$ cat config.mk
export PLATFORM = sky130hd
export DESIGN_NAME = line_rasterizer_clipped_top
export DESIGN_NICKNAME = d
export VERILOG_FILES = /design/src/rtl/lrc_pkg.sv /design/src/rtl/lrc_front.sv /design/src/rtl/lrc_stepper.sv /design/src/rtl/lrc_pixel.sv /design/src/rtl/line_rasterizer_clipped_top.sv
export SDC_FILE = /design/constraint.sdc
export NUM_CORES = 2
export LEC_CHECK = 0
export ABC_AREA = 0
export BUFFER_PORTS_ARGS = -buffer_cell sky130_fd_sc_hd__buf_2
export CAP_MARGIN = 30
export CELL_PAD_IN_SITES_DETAIL_PLACEMENT = 1
export CELL_PAD_IN_SITES_GLOBAL_PLACEMENT = 1
export CORE_MARGIN = 2
export CORE_UTILIZATION = 47
export DETAILED_ROUTE_END_ITERATION = 6
export PLACE_DENSITY = 0.73
export SLEW_MARGIN = 20
export SYNTH_ARGS = -nofsm -noshare
export SYNTH_HDL_FRONTEND = slang
export SYNTH_SLANG_ARGS = --single-unit
$ cat constraint.sdc
create_clock -name clk -period 7.18 [get_ports clk]
set_clock_uncertainty 0.1 [all_clocks]
set_input_delay 0 -clock clk [delete_from_list [all_inputs] [get_ports clk]]
set_output_delay 0 -clock clk [all_outputs]
set_load 0.03 [all_outputs]
$ cat src/rtl/lrc_pkg.sv
// Shared types and constants of the clipped line rasterizer.
package lrc_pkg;

    // Depth of the command queue between front and back.
    localparam int QUEUE_DEPTH = 4;
    localparam int QPTR_BITS   = 2;

    // Configuration register indexes (byte address is 4 times the index).
    localparam logic [2:0] REG_SURFACE_WIDTH  = 3'd0;
    localparam logic [2:0] REG_SURFACE_HEIGHT = 3'd1;
    localparam logic [2:0] REG_BYTES_PER_PIX  = 3'd2;
    localparam logic [2:0] REG_ROW_PITCH      = 3'd3;
    localparam logic [2:0] REG_BASE_ADDRESS   = 3'd4;

    localparam logic FUNC_START   = 1'b0;
    localparam logic FUNC_ADVANCE = 1'b1;

    // Classification of one queued item.
    typedef struct packed {
        logic is_start;
        logic neg_x;
        logic neg_y;
        logic x_major;
        logic zero_len;
    } lrc_cmd_t;

    // Surface configuration as seen by the address stage.
    typedef struct packed {
        logic [12:0] width;
        logic [12:0] height;
        logic [2:0]  bpp;
        logic [15:0] pitch;
        logic [31:0] base;
    } lrc_cfg_t;

endpackage

$ cat src/rtl/lrc_front.sv
// Front end: accepts items, classifies start items and queues them for the stepper.
module lrc_front
    import lrc_pkg::*;
#(
    parameter int COORD_BITS = 12
)
(
    input  logic                         clk,
    input  logic                         rst_n,
    input  logic                         in_valid,
    output logic                         in_stall,
    input  logic                         func,
    input  logic signed [COORD_BITS-1:0] start_x,
    input  logic signed [COORD_BITS-1:0] start_y,
    input  logic signed [COORD_BITS-1:0] end_x,
    input  logic signed [COORD_BITS-1:0] end_y,
    input  logic [31:0]                  line_color,
    output logic                         q_valid,
    input  logic                         q_pop,
    output lrc_cmd_t                     q_cmd,
    output logic signed [COORD_BITS-1:0] q_x0,
    output logic signed [COORD_BITS-1:0] q_y0,
    output logic signed [COORD_BITS-1:0] q_x1,
    output logic signed [COORD_BITS-1:0] q_y1,
    output logic [COORD_BITS:0]          q_adx,
    output logic [COORD_BITS:0]          q_ady,
    output logic [31:0]                  q_color
);

    localparam int DW       = COORD_BITS + 1;
    localparam int CMD_BITS = $bits(lrc_cmd_t);
    localparam int ENTRY_W  = 4 * COORD_BITS + 2 * DW + 32 + CMD_BITS;

    logic [ENTRY_W-1:0]   mem_reg [QUEUE_DEPTH];
    logic [QPTR_BITS-1:0] wr_ptr_reg, wr_ptr_next;
    logic [QPTR_BITS-1:0] rd_ptr_reg, rd_ptr_next;
    logic [QPTR_BITS:0]   count_reg, count_next;

    logic               push;
    logic [DW-1:0]      dx, dy;
    logic [DW-1:0]      adx, ady;
    lrc_cmd_t           cmd;
    logic [ENTRY_W-1:0] wr_entry;
    logic [ENTRY_W-1:0] rd_entry;
    logic [CMD_BITS-1:0] rd_cmd_bits;

    assign in_stall = (count_reg == (QPTR_BITS + 1)'(QUEUE_DEPTH));
    assign push     = in_valid && !in_stall;
    assign q_valid  = (count_reg != '0);

    always_comb
    begin
        dx  = {end_x[COORD_BITS-1], end_x} - {start_x[COORD_BITS-1], start_x};
        dy  = {end_y[COORD_BITS-1], end_y} - {start_y[COORD_BITS-1], start_y};
        adx = dx[DW-1] ? (~dx + 1'b1) : dx;
        ady = dy[DW-1] ? (~dy + 1'b1) : dy;
        cmd.is_start = (func == FUNC_START);
        cmd.neg_x    = dx[DW-1];
        cmd.neg_y    = dy[DW-1];
        cmd.x_major  = (ady < adx);
        cmd.zero_len = (dx == '0) && (dy == '0);
        wr_entry = {line_color, start_x, start_y, end_x, end_y, adx, ady, cmd};
    end

    always_comb
    begin
        wr_ptr_next = wr_ptr_reg;
        rd_ptr_next = rd_ptr_reg;
        if (push)
        begin
            wr_ptr_next = wr_ptr_reg + 1'b1;
        end
        if (q_pop)
        begin
            rd_ptr_next = rd_ptr_reg + 1'b1;
        end
        count_next = count_reg + {{QPTR_BITS{1'b0}}, push} - {{QPTR_BITS{1'b0}}, q_pop};
    end

    always_ff @(posedge clk or negedge rst_n)
    begin
        if (!rst_n)
        begin
            wr_ptr_reg <= '0;
            rd_ptr_reg <= '0;
            count_reg  <= '0;
        end
        else
        begin
            wr_ptr_reg <= wr_ptr_next;
            rd_ptr_reg <= rd_ptr_next;
            count_reg  <= count_next;
        end
    end

    always_ff @(posedge clk)
    begin
        if (push)
        begin
            mem_reg[wr_ptr_reg] <= wr_entry;
        end
    end

    assign rd_entry = mem_reg[rd_ptr_reg];
    assign {q_color, q_x0, q_y0, q_x1, q_y1, q_adx, q_ady, rd_cmd_bits} = rd_entry;
    assign q_cmd = lrc_cmd_t'(rd_cmd_bits);

endmodule

$ cat src/rtl/lrc_stepper.sv
// Back end stepper: runs the Bresenham state and registers one pixel per step.
module lrc_stepper
    import lrc_pkg::*;
#(
    parameter int COORD_BITS = 12
)
(
    input  logic                         clk,
    input  logic                         rst_n,
    input  logic                         q_valid,
    output logic                         q_pop,
    input  lrc_cmd_t                     q_cmd,
    input  logic signed [COORD_BITS-1:0] q_x0,
    input  logic signed [COORD_BITS-1:0] q_y0,
    input  logic signed [COORD_BITS-1:0] q_x1,
    input  logic signed [COORD_BITS-1:0] q_y1,
    input  logic [COORD_BITS:0]          q_adx,
    input  logic [COORD_BITS:0]          q_ady,
    input  logic [31:0]                  q_color,
    input  logic                         pix_ready,
    output logic                         pix_valid,
    output logic signed [COORD_BITS-1:0] pix_x,
    output logic signed [COORD_BITS-1:0] pix_y,
    output logic                         pix_last,
    output logic [31:0]                  pix_color
);

    localparam int DW = COORD_BITS + 1;
    localparam int EW = COORD_BITS + 3;

    logic signed [COORD_BITS-1:0] cur_x_reg, cur_x_next;
    logic signed [COORD_BITS-1:0] cur_y_reg, cur_y_next;
    logic signed [COORD_BITS-1:0] tgt_x_reg, tgt_x_next;
    logic signed [COORD_BITS-1:0] tgt_y_reg, tgt_y_next;
    logic                         neg_x_reg, neg_x_next;
    logic                         neg_y_reg, neg_y_next;
    logic [DW-1:0]                adx_reg, adx_next;
    logic [DW-1:0]                ady_reg, ady_next;
    logic                         x_major_reg, x_major_next;
    logic signed [EW-1:0]         err_reg, err_next;
    logic [31:0]                  color_reg, color_next;
    logic                         active_reg, active_next;
    logic                         valid_reg, valid_next;
    logic                         last_reg, last_next;

    logic                         stage_ok;
    logic [DW-1:0]                major, minor;
    logic signed [EW-1:0]         err_add, err_sub;
    logic                         minor_step;
    logic signed [COORD_BITS-1:0] step_x, step_y;
    logic signed [COORD_BITS-1:0] nx, ny;
    logic                         at_end;

    assign stage_ok = !valid_reg || pix_ready;
    assign q_pop    = q_valid && stage_ok;

    // One Bresenham step from the current state.
    always_comb
    begin
        major   = x_major_reg ? adx_reg : ady_reg;
        minor   = x_major_reg ? ady_reg : adx_reg;
        err_add = err_reg + $signed({1'b0, minor, 1'b0});
        minor_step = (err_add > $signed({2'b00, major}));
        err_sub = err_add - $signed({1'b0, major, 1'b0});
        step_x  = neg_x_reg ? '1 : COORD_BITS'(1);
        step_y  = neg_y_reg ? '1 : COORD_BITS'(1);
        if (x_major_reg)
        begin
            nx = cur_x_reg + step_x;
            ny = minor_step ? (cur_y_reg + step_y) : cur_y_reg;
        end
        else
        begin
            ny = cur_y_reg + step_y;
            nx = minor_step ? (cur_x_reg + step_x) : cur_x_reg;
        end
        at_end = x_major_reg ? (nx == tgt_x_reg) : (ny == tgt_y_reg);
    end

    always_comb
    begin
        cur_x_next   = cur_x_reg;
        cur_y_next   = cur_y_reg;
        tgt_x_next   = tgt_x_reg;
        tgt_y_next   = tgt_y_reg;
        neg_x_next   = neg_x_reg;
        neg_y_next   = neg_y_reg;
        adx_next     = adx_reg;
        ady_next     = ady_reg;
        x_major_next = x_major_reg;
        err_next     = err_reg;
        color_next   = color_reg;
        active_next  = active_reg;
        last_next    = last_reg;
        valid_next   = stage_ok ? 1'b0 : valid_reg;
        if (q_pop)
        begin
            if (q_cmd.is_start)
            begin
                // A start drops any running line.
                cur_x_next   = q_x0;
                cur_y_next   = q_y0;
                tgt_x_next   = q_x1;
                tgt_y_next   = q_y1;
                neg_x_next   = q_cmd.neg_x;
                neg_y_next   = q_cmd.neg_y;
                adx_next     = q_adx;
                ady_next     = q_ady;
                x_major_next = q_cmd.x_major;
                err_next     = '0;
                color_next   = q_color;
                active_next  = !q_cmd.zero_len;
                last_next    = q_cmd.zero_len;
                valid_next   = 1'b1;
            end
            else if (active_reg)
            begin
                cur_x_next  = nx;
                cur_y_next  = ny;
                err_next    = minor_step ? err_sub : err_add;
                active_next = !at_end;
                last_next   = at_end;
                valid_next  = 1'b1;
            end
        end
    end

    always_ff @(posedge clk or negedge rst_n)
    begin
        if (!rst_n)
        begin
            cur_x_reg   <= '0;
            cur_y_reg   <= '0;
            tgt_x_reg   <= '0;
            tgt_y_reg   <= '0;
            neg_x_reg   <= 1'b0;
            neg_y_reg   <= 1'b0;
            adx_reg     <= '0;
            ady_reg     <= '0;
            x_major_reg <= 1'b0;
            err_reg     <= '0;
            color_reg   <= '0;
            active_reg  <= 1'b0;
            valid_reg   <= 1'b0;
            last_reg    <= 1'b0;
        end
        else
        begin
            cur_x_reg   <= cur_x_next;
            cur_y_reg   <= cur_y_next;
            tgt_x_reg   <= tgt_x_next;
            tgt_y_reg   <= tgt_y_next;
            neg_x_reg   <= neg_x_next;
            neg_y_reg   <= neg_y_next;
            adx_reg     <= adx_next;
            ady_reg     <= ady_next;
            x_major_reg <= x_major_next;
            err_reg     <= err_next;
            color_reg   <= color_next;
            active_reg  <= active_next;
            valid_reg   <= valid_next;
            last_reg    <= last_next;
        end
    end

    assign pix_valid = valid_reg;
    assign pix_x     = cur_x_reg;
    assign pix_y     = cur_y_reg;
    assign pix_last  = last_reg;
    assign pix_color = color_reg;

endmodule

$ cat src/rtl/lrc_pixel.sv
// Back end pixel stage: clip test, address multiply and the output register.
module lrc_pixel
    import lrc_pkg::*;
#(
    parameter int COORD_BITS = 12
)
(
    input  logic                         clk,
    input  logic                         rst_n,
    input  lrc_cfg_t                     cfg,
    input  logic                         pix_valid,
    output logic                         pix_ready,
    input  logic signed [COORD_BITS-1:0] pix_x,
    input  logic signed [COORD_BITS-1:0] pix_y,
    input  logic                         pix_last,
    input  logic [31:0]                  pix_color,
    output logic                         out_valid,
    input  logic                         out_stall,
    output logic signed [COORD_BITS-1:0] pixel_x,
    output logic signed [COORD_BITS-1:0] pixel_y,
    output logic                         visible,
    output logic [31:0]                  write_address,
    output logic [31:0]                  pixel_value,
    output logic                         last
);

    localparam int CWV = ((COORD_BITS > 13) ? COORD_BITS : 13) + 1;

    logic                         m_valid_reg, m_valid_next;
    logic signed [COORD_BITS-1:0] m_x_reg, m_y_reg;
    logic                         m_vis_reg, m_last_reg;
    logic [31:0]                  m_px_reg, m_py_reg, m_color_reg;

    logic                         o_valid_reg, o_valid_next;
    logic signed [COORD_BITS-1:0] o_x_reg, o_y_reg;
    logic                         o_vis_reg, o_last_reg;
    logic [31:0]                  o_addr_reg, o_color_reg;

    logic        out_ok, m_ok;
    logic [CWV-1:0] xp1, yp1;
    logic        vis;
    logic [31:0] xs, ys;

    assign out_ok    = !o_valid_reg || !out_stall;
    assign m_ok      = !m_valid_reg || out_ok;
    assign pix_ready = m_ok;

    // x < width-1 with x non-negative is the same as x+1 < width.
    always_comb
    begin
        xp1 = CWV'(pix_x[COORD_BITS-2:0]) + 1'b1;
        yp1 = CWV'(pix_y[COORD_BITS-2:0]) + 1'b1;
        vis = !pix_x[COORD_BITS-1] && !pix_y[COORD_BITS-1]
              && (xp1 < CWV'(cfg.width)) && (yp1 < CWV'(cfg.height));
        xs  = 32'(pix_x);
        ys  = 32'(pix_y);
    end

    assign m_valid_next = m_ok ? pix_valid : m_valid_reg;
    assign o_valid_next = out_ok ? m_valid_reg : o_valid_reg;

    always_ff @(posedge clk or negedge rst_n)
    begin
        if (!rst_n)
        begin
            m_valid_reg <= 1'b0;
            o_valid_reg <= 1'b0;
        end
        else
        begin
            m_valid_reg <= m_valid_next;
            o_valid_reg <= o_valid_next;
        end
    end

    always_ff @(posedge clk)
    begin
        if (m_ok && pix_valid)
        begin
            m_x_reg     <= pix_x;
            m_y_reg     <= pix_y;
            m_vis_reg   <= vis;
            m_last_reg  <= pix_last;
            m_color_reg <= pix_color;
            m_px_reg    <= xs * {29'd0, cfg.bpp};
            m_py_reg    <= ys * {16'd0, cfg.pitch};
        end
        if (out_ok && m_valid_reg)
        begin
            o_x_reg     <= m_x_reg;
            o_y_reg     <= m_y_reg;
            o_vis_reg   <= m_vis_reg;
            o_last_reg  <= m_last_reg;
            o_color_reg <= m_color_reg;
            o_addr_reg  <= cfg.base + m_px_reg + m_py_reg;
        end
    end

    assign out_valid     = o_valid_reg;
    assign pixel_x       = o_x_reg;
    assign pixel_y       = o_y_reg;
    assign visible       = o_vis_reg;
    assign write_address = o_addr_reg;
    assign pixel_value   = o_color_reg;
    assign last          = o_last_reg;

endmodule

$ cat src/rtl/line_rasterizer_clipped_top.sv
// Top level of the clipped line rasterizer: configuration registers and the pipeline.
// Throughput: one item per cycle while in_stall is low; every start and every advance
// of a running line gives one pixel, an advance while idle gives none.
// Path: an accepted item is queued, then registered by the stepper, multiply and output
// registers before out_valid rises; stalls can hold it longer.
// Reset: rst_n clears the queue, stepper state and valid flags and loads register defaults.
module line_rasterizer_clipped_top
    import lrc_pkg::*;
#(
    parameter int COORD_BITS = 12
)
(
    input  logic                         clk,
    input  logic                         rst_n,
    input  logic                         psel,
    input  logic                         penable,
    input  logic                         pwrite,
    input  logic [4:0]                   paddr,
    input  logic [31:0]                  pwdata,
    output logic [31:0]                  prdata,
    output logic                         pready,
    input  logic                         in_valid,
    output logic                         in_stall,
    input  logic                         func,
    input  logic signed [COORD_BITS-1:0] start_x,
    input  logic signed [COORD_BITS-1:0] start_y,
    input  logic signed [COORD_BITS-1:0] end_x,
    input  logic signed [COORD_BITS-1:0] end_y,
    input  logic [31:0]                  line_color,
    output logic                         out_valid,
    input  logic                         out_stall,
    output logic signed [COORD_BITS-1:0] pixel_x,
    output logic signed [COORD_BITS-1:0] pixel_y,
    output logic                         visible,
    output logic [31:0]                  write_address,
    output logic [31:0]                  pixel_value,
    output logic                         last
);

    lrc_cfg_t cfg_reg, cfg_next;
    logic     cfg_write;
    logic [2:0] reg_idx;

    lrc_cmd_t                     q_cmd;
    logic                         q_valid, q_pop;
    logic signed [COORD_BITS-1:0] q_x0, q_y0, q_x1, q_y1;
    logic [COORD_BITS:0]          q_adx, q_ady;
    logic [31:0]                  q_color;

    logic                         pix_valid, pix_ready, pix_last;
    logic signed [COORD_BITS-1:0] pix_x, pix_y;
    logic [31:0]                  pix_color;

    assign pready    = 1'b1;
    assign reg_idx   = paddr[4:2];
    assign cfg_write = psel && penable && pwrite && pready;

    always_comb
    begin
        cfg_next = cfg_reg;
        if (cfg_write)
        begin
            case (reg_idx)
                REG_SURFACE_WIDTH:  cfg_next.width  = pwdata[12:0];
                REG_SURFACE_HEIGHT: cfg_next.height = pwdata[12:0];
                REG_BYTES_PER_PIX:  cfg_next.bpp    = pwdata[2:0];
                REG_ROW_PITCH:      cfg_next.pitch  = pwdata[15:0];
                REG_BASE_ADDRESS:   cfg_next.base   = pwdata;
                default:            cfg_next = cfg_reg;
            endcase
        end
    end

    always_comb
    begin
        case (reg_idx)
            REG_SURFACE_WIDTH:  prdata = {19'd0, cfg_reg.width};
            REG_SURFACE_HEIGHT: prdata = {19'd0, cfg_reg.height};
            REG_BYTES_PER_PIX:  prdata = {29'd0, cfg_reg.bpp};
            REG_ROW_PITCH:      prdata = {16'd0, cfg_reg.pitch};
            REG_BASE_ADDRESS:   prdata = cfg_reg.base;
            default:            prdata = 32'd0;
        endcase
    end

    always_ff @(posedge clk or negedge rst_n)
    begin
        if (!rst_n)
        begin
            cfg_reg.width  <= 13'd4096;
            cfg_reg.height <= 13'd4096;
            cfg_reg.bpp    <= 3'd4;
            cfg_reg.pitch  <= 16'd16384;
            cfg_reg.base   <= 32'd0;
        end
        else
        begin
            cfg_reg <= cfg_next;
        end
    end

    lrc_front #(.COORD_BITS(COORD_BITS)) u_front
    (
        .clk        (clk),
        .rst_n      (rst_n),
        .in_valid   (in_valid),
        .in_stall   (in_stall),
        .func       (func),
        .start_x    (start_x),
        .start_y    (start_y),
        .end_x      (end_x),
        .end_y      (end_y),
        .line_color (line_color),
        .q_valid    (q_valid),
        .q_pop      (q_pop),
        .q_cmd      (q_cmd),
        .q_x0       (q_x0),
        .q_y0       (q_y0),
        .q_x1       (q_x1),
        .q_y1       (q_y1),
        .q_adx      (q_adx),
        .q_ady      (q_ady),
        .q_color    (q_color)
    );

    lrc_stepper #(.COORD_BITS(COORD_BITS)) u_stepper
    (
        .clk       (clk),
        .rst_n     (rst_n),
        .q_valid   (q_valid),
        .q_pop     (q_pop),
        .q_cmd     (q_cmd),
        .q_x0      (q_x0),
        .q_y0      (q_y0),
        .q_x1      (q_x1),
        .q_y1      (q_y1),
        .q_adx     (q_adx),
        .q_ady     (q_ady),
        .q_color   (q_color),
        .pix_ready (pix_ready),
        .pix_valid (pix_valid),
        .pix_x     (pix_x),
        .pix_y     (pix_y),
        .pix_last  (pix_last),
        .pix_color (pix_color)
    );

    lrc_pixel #(.COORD_BITS(COORD_BITS)) u_pixel
    (
        .clk           (clk),
        .rst_n         (rst_n),
        .cfg           (cfg_reg),
        .pix_valid     (pix_valid),
        .pix_ready     (pix_ready),
        .pix_x         (pix_x),
        .pix_y         (pix_y),
        .pix_last      (pix_last),
        .pix_color     (pix_color),
        .out_valid     (out_valid),
        .out_stall     (out_stall),
        .pixel_x       (pixel_x),
        .pixel_y       (pixel_y),
        .visible       (visible),
        .write_address (write_address),
        .pixel_value   (pixel_value),
        .last          (last)
    );

endmodule

Yosys cells after proc, flatten, opt, wreduce, memory -nomap -nowiden
Memories as Yosys holds them, arrays and structs flattened.
Index checks and enable logic that the tools add are counted.

word-level totals
  memories = 1
  RAM bits = 444
  register bits = 425
  input port bits = 125
  output and inout bits = 125

memories
  memory           words  bits a word  rd ports  clocked after memory_dff  write ports  RTL line         source
  u_front.mem_reg  4      111          1         0                         1            lrc_front.sv:34  logic [ENTRY_W-1:0] mem_reg [QUEUE_DEPTH];

cells by class
  bitwise operators = 3
  multiplexer cells = 29
  equality and inequality tests = 7
  add/sub/neg operators = 16
  magnitude comparators = 4
  $mul = 2
  reduce and logical (&&, ||, !) cells = 34

operator list
  kind                     count
  $pmux W32 S5             1
  $mux W12                 10
  $add A32 B32 Y32         2
  $mux W13                 4
  $mux W15                 3
  $mul A12 B17 Y29         1
  $lt A14 B13 Y1           2
  $add A13 B1 Y13 const B  2
  $logic_not A13 Y1        2
  $not A13 Y13             2
  $sub A12 B12 Y13         2
  $add A11 B1 Y12 const B  2
  $add A12 B12 Y12         2
  $eq A12 B12 Y1           2
  $mul A12 B4 Y16          1
  $add A15 B15 Y15         1
  $gt A15 B14 Y1           1
  $sub A15 B15 Y15         1
  $reduce_and A2 Y1        7
  $lt A13 B13 Y1           1
  $mux W1                  11
  $logic_and A1 B1 Y1      10
  $logic_not A1 Y1         9
  $eq A3 B2 Y1 const B     2
  other kinds (10)         14

Logic depth before layout (Yosys ltp)
  depth after elaboration = 10
  gate-level depth with buffers = 25
  gate-level depth less buffers = 24

Hierarchy
A second synthesis with hierarchy kept.

second synthesis, totals
  cells, all modules = 3,681
  area, all modules = 47,129.0 um2

by module, submodules not included
  module                       times used  area each (um2)  seq. area each (um2)  cells an instance
  lrc_front                    1           18,445.2         13,508.0              902
  lrc_pixel                    1           16,812.4         5,845.6               1,541
  lrc_stepper                  1           8,335.5          3,153.0               982
  line_rasterizer_clipped_top  1           3,535.9          1,931.9               256

Worst setup path before layout
No wires, ideal clock.

  kind = flip-flop to flip-flop
  from = reg u_pixel.o_valid_reg, in the netlist u_pixel.out_valid
  to = reg u_pixel.o_last_reg, in the netlist u_pixel.last, enable pin
  period minus slack after synthesis = 7,865 ps
  cell stages (with the launch flop) = 2
  path slack = -685 ps
  data arrival time = 7,089 ps
  data required time = 6,404 ps
  cell sequence = dfrtp_1 > a21boi_0

on the way
  word-level cells in the longest chain between the ends = 3

RTL lines
  element                   RTL line         source
  start: declaration        lrc_pixel.sv:34  logic o_valid_reg, o_valid_next;
  start signal: assignment  lrc_pixel.sv:72  o_valid_reg <= o_valid_next;
  $logic_not A1 Y1          lrc_pixel.sv:44  assign out_ok = !o_valid_reg || !out_stall;
  $logic_or A1 B1 Y1        lrc_pixel.sv:44
  $logic_and A1 B1 Y1       lrc_pixel.sv:88  if (out_ok && m_valid_reg)
  end signal: assignment    lrc_pixel.sv:93  o_last_reg <= m_last_reg;
  end: declaration          lrc_pixel.sv:36  logic o_vis_reg, o_last_reg;

Every way passes these cells.
A chain may end at the register's enable or synchronous reset.

Worst setup path in the final report
  from = reg u_stepper.cur_y_reg[9], in the netlist u_stepper.pix_y[9]
  to = reg u_pixel.m_py_reg[27] (data pin)

on the way
  word-level cells in the longest chain between the ends = 1

RTL lines
  element                   RTL line            source
  start: declaration        lrc_stepper.sv:32   logic signed [COORD_BITS-1:0] cur_y_reg, cur_y_next;
  start signal: assignment  lrc_stepper.sv:150  cur_y_reg <= cur_y_next;
  $mul A12 B17 Y29          lrc_pixel.sv:86     m_py_reg <= ys * {16'd0, cfg.pitch};
  end signal: assignment    lrc_pixel.sv:86
  end: declaration          lrc_pixel.sv:32     logic [31:0] m_px_reg, m_py_reg, m_color_reg;

Every way passes these cells.

==> flow_results.xml <==
<?xml version="1.0" encoding="UTF-8"?>
<metrics>
  <group name="clocking">
    <metric name="clockBufferDepth" unit="">3</metric>
    <metric name="cts_sinks" unit="">849</metric>
    <metric name="worstSkewPairLatency" unit="ns">0.71</metric>
    <metric name="cts.repair.resized" unit="">0</metric>
    <metric name="cts_tree" unit="">done</metric>
    <metric name="cts.root.buffer_cell" unit="">clkbuf_16</metric>
    <metric name="cts-htree-levels" unit="">3</metric>
    <metric name="cts.reportedPaths.clkPinSlew" unit="ns">0.06</metric>
    <metric name="cts_hold_buf" unit="">223</metric>
    <metric name="postCtsSetupRepairBufs" unit="">0</metric>
    <metric name="cts-buffers-inserted" unit="">93</metric>
  </group>
  <group name="floorplan">
    <metric name="floorplan.initialDensity" unit="%">47.4</metric>
    <metric name="top_level_ports" unit="">250</metric>
    <metric name="core_area" unit="sq mm">0.0983</metric>
    <metric name="floorplan.die.height" unit="um">319</metric>
    <metric name="die_area" unit="sq mm">0.102</metric>
    <metric name="placementRows" unit="">115</metric>
    <metric name="die-width" unit="um">319</metric>
  </group>
  <group name="synthesis">
    <metric name="synth_cells" unit="">3509</metric>
    <metric name="synth_enable_flop_cells" unit="">637</metric>
    <metric name="synth_sequential_area_ratio" unit="%">52.5</metric>
    <metric name="ys.flop_type" unit="">edfxtp_1</metric>
    <metric name="synthMostInstantiatedCell" unit="">edfxtp_1</metric>
    <metric name="synth_commonest_cells" unit="">637 x edfxtp_1, 345 x inv_1, 269 x ha_1</metric>
    <metric name="syn-mean-instance-area" unit="sq um">13.3</metric>
    <metric name="synth.cell_area" unit="sq mm">0.0466</metric>
    <metric name="async_set_reset_flop_share_out_of_synthesis" unit="%">25.0</metric>
    <metric name="synth_area_leader_cell" unit="">edfxtp_1</metric>
    <metric name="synthDominantCellAreaShare" unit="%">41.1</metric>
    <metric name="synth.top_cells.by_area" unit="">edfxtp_1 41%, dfrtp_1 11%, fa_1 8.3%</metric>
    <metric name="yosysWarningCount" unit="">0</metric>
    <metric name="synth-seq-cells" unit="">849</metric>
    <metric name="ys_types" unit="">92</metric>
    <metric name="syn_nets" unit="">4095</metric>
  </group>
  <group name="placed_design">
    <metric name="buffer_ports.inserted" unit="">246</metric>
    <metric name="place_congestion" unit="">0.843</metric>
    <metric name="dp.final_hpwl" unit="um">85800</metric>
  </group>
  <group name="routing">
    <metric name="routed_via_density" unit="">5.51</metric>
    <metric name="route.vias.total" unit="">29582</metric>
    <metric name="drt_pass_1_iters" unit="">5</metric>
    <metric name="drc" unit="">0</metric>
    <metric name="initialDrtViolationCount" unit="">1614</metric>
    <metric name="final_wirelength" unit="um">123000</metric>
    <metric name="final_antenna_net_count" unit="">0</metric>
    <metric name="routed_wire_length_per_instance" unit="um">23.0</metric>
  </group>
  <group name="global_route">
    <metric name="first_global_vias" unit="">32897</metric>
    <metric name="overflow" unit="">0</metric>
    <metric name="pin_count_of_the_biggest_net_entering_global_routing" unit="">78</metric>
    <metric name="grt_first_pass_wirelength" unit="um">194000</metric>
    <metric name="antenna_found_initial" unit="">6</metric>
    <metric name="groute.usage.overall" unit="%">24.9</metric>
  </group>
  <group name="min_path">
    <metric name="hold_path.class" unit="">primary input to flip-flop</metric>
  </group>
  <group name="timing">
    <metric name="finalSetupViolations" unit="">0</metric>
    <metric name="max-slew-margin-rel" unit="%">38.7</metric>
    <metric name="hold_ws" unit="ns">0.0505</metric>
    <metric name="post-route-min-period" unit="ns">6.45</metric>
    <metric name="fin_tns_setup" unit="ns">0</metric>
    <metric name="rsz0062_at_grt" unit="">no</metric>
    <metric name="min_period_over_period" unit="%">89.8</metric>
    <metric name="worst_slew_pin_slew" unit="ns">0.916</metric>
    <metric name="hold_violations" unit="">0</metric>
    <metric name="max_freq" unit="MHz">155</metric>
    <metric name="drv_slew" unit="">0</metric>
  </group>
  <group name="run_status">
    <metric name="status" unit="">complete, no violations</metric>
  </group>
  <group name="cells_and_area">
    <metric name="nFillCells" unit="">9781</metric>
    <metric name="layout-drive-gt1-share" unit="%">18.6</metric>
    <metric name="nNetsFinal" unit="">4583</metric>
    <metric name="largest_reg_flops" unit="">444</metric>
    <metric name="layout-area-overhead-vs-synth" unit="%">17.7</metric>
  </group>
  <group name="setup_path">
    <metric name="worstPathRequired" unit="ns">7.48</metric>
    <metric name="setup.worst_path.class" unit="">flip-flop to flip-flop</metric>
    <metric name="critPathMaxFanout" unit="">16</metric>
    <metric name="cp_data_arrival_time" unit="ns">6.75</metric>
    <metric name="crit_path_start_kind" unit="">flip-flop</metric>
    <metric name="critical_path_end_type" unit="">flip-flop</metric>
  </group>
  <group name="job">
    <metric name="cap_viol_max_count" unit="">0</metric>
  </group>
</metrics>
==> final timing paths <==
kind / startpoint / to / slack, ns / cells after the start
worst max-delay path: u_stepper.pix_y[9] / u_pixel.m_py_reg[27] / 0.73 / 20
max in group asynchronous: rst_n / u_stepper.pix_x[6] / 5.75 / 4
worst min register to register: u_pixel.m_color_reg[10] / u_pixel.pixel_value[10] / 0.31 / 0
worst max register to register: u_stepper.pix_y[9] / u_pixel.m_py_reg[27] / 0.73 / 20
worst min-delay path: pwdata[0] / cfg_reg[0] / 0.05 / 4
min in group asynchronous: rst_n / u_stepper.pix_color[14] / 0.41 / 4
==> placed cells by master (no fill, tap or decap), types with 16 or more instances in the layout <==
master,n
edfxtp_1,637
inv_1,345
ha_1,269
buf_2,245
nand2_1,239
dlygate4sd3_1,222
dfrtp_1,205
fa_1,192
mux2_2,166
a21oi_1,137
nor2_1,129
xnor2_1,122
and2_1,114
mux4_2,110
o21ai_0,107
clkbuf_16,93
nand3_1,52
buf_4,51
xor2_1,50
nor3_1,49
a21o_1,45
mux2i_1,35
nand2b_1,33
nor2b_1,28
clkbuf_1,27
o21a_1,25
a31oi_1,16
and3_1,16
==> stage by stage <==
stage               setup WS, ns  instance area [sq um]  cells  utilization [%]
finish                     0.731                  54800   5368             55.8
global route               0.276                  54800   5365             55.8
CTS                        0.667                  54800   5362             55.8
detailed placement         0.681                  49500   4966             50.3
global placement           0.753                  49400   4961             50.2
floorplan                   1.01                  46600   3509                -
==> routing by layer <==
metal  vias to the layer above  GRT usage [%]  wire, um
met4                         0           7.31      3050
met1                     15259           31.6     52100
met5                         -              0         0
met3                       155           3.00      4670
li1                      13551              -         -
met2                       617           44.6     63700
==> worst max-delay path: stages, from the launching register on <==
cell      delay [ns]
dfrtp_1         0.61
and2_1          0.28
fa_1            0.53
inv_1           0.05
fa_1            0.49
inv_1           0.05
fa_1            0.47
inv_1           0.05
fa_1            0.47
inv_1           0.05
fa_1            0.44
ha_1            0.36
and3_1          0.22
or3b_1          0.35
a211oi_1        0.45
o21ai_0         0.19
a21boi_1        0.20
o21a_1          0.16
o21ai_1         0.11
a211oi_1        0.35
o311ai_0        0.18
==> area by class of cell <==
type,count,area [sq um],share of cell area (%)
Antenna cell,6,15.0,0.0274
Inverter,345,1290,2.36
Clock buffer,126,2510,4.58
Tap cell,1287,1610,2.94
Sequential cell,849,24400,44.6
Timing Repair Buffer,525,3980,7.26
Clock inverter,47,584,1.07
Multi-Input combinational cell,2183,20400,37.2
==> kinds of logic after synthesis <==
logic type | count (synthesis) | share of synthesized area, %
other | 1 | 0.00805
AOI/OAI and AO/OA | 510 | 7.14
muxes | 312 | 10.1
and+or+nand+nor | 725 | 7.58
buffers and inverters | 477 | 3.91
xor gates and xnor gates | 174 | 3.32
DFF | 849 | 52.5
adders and majority gates | 461 | 15.5
Power is not shown: default switching activity piles up to over one toggle a cycle in this logic, so the estimate is an artifact.
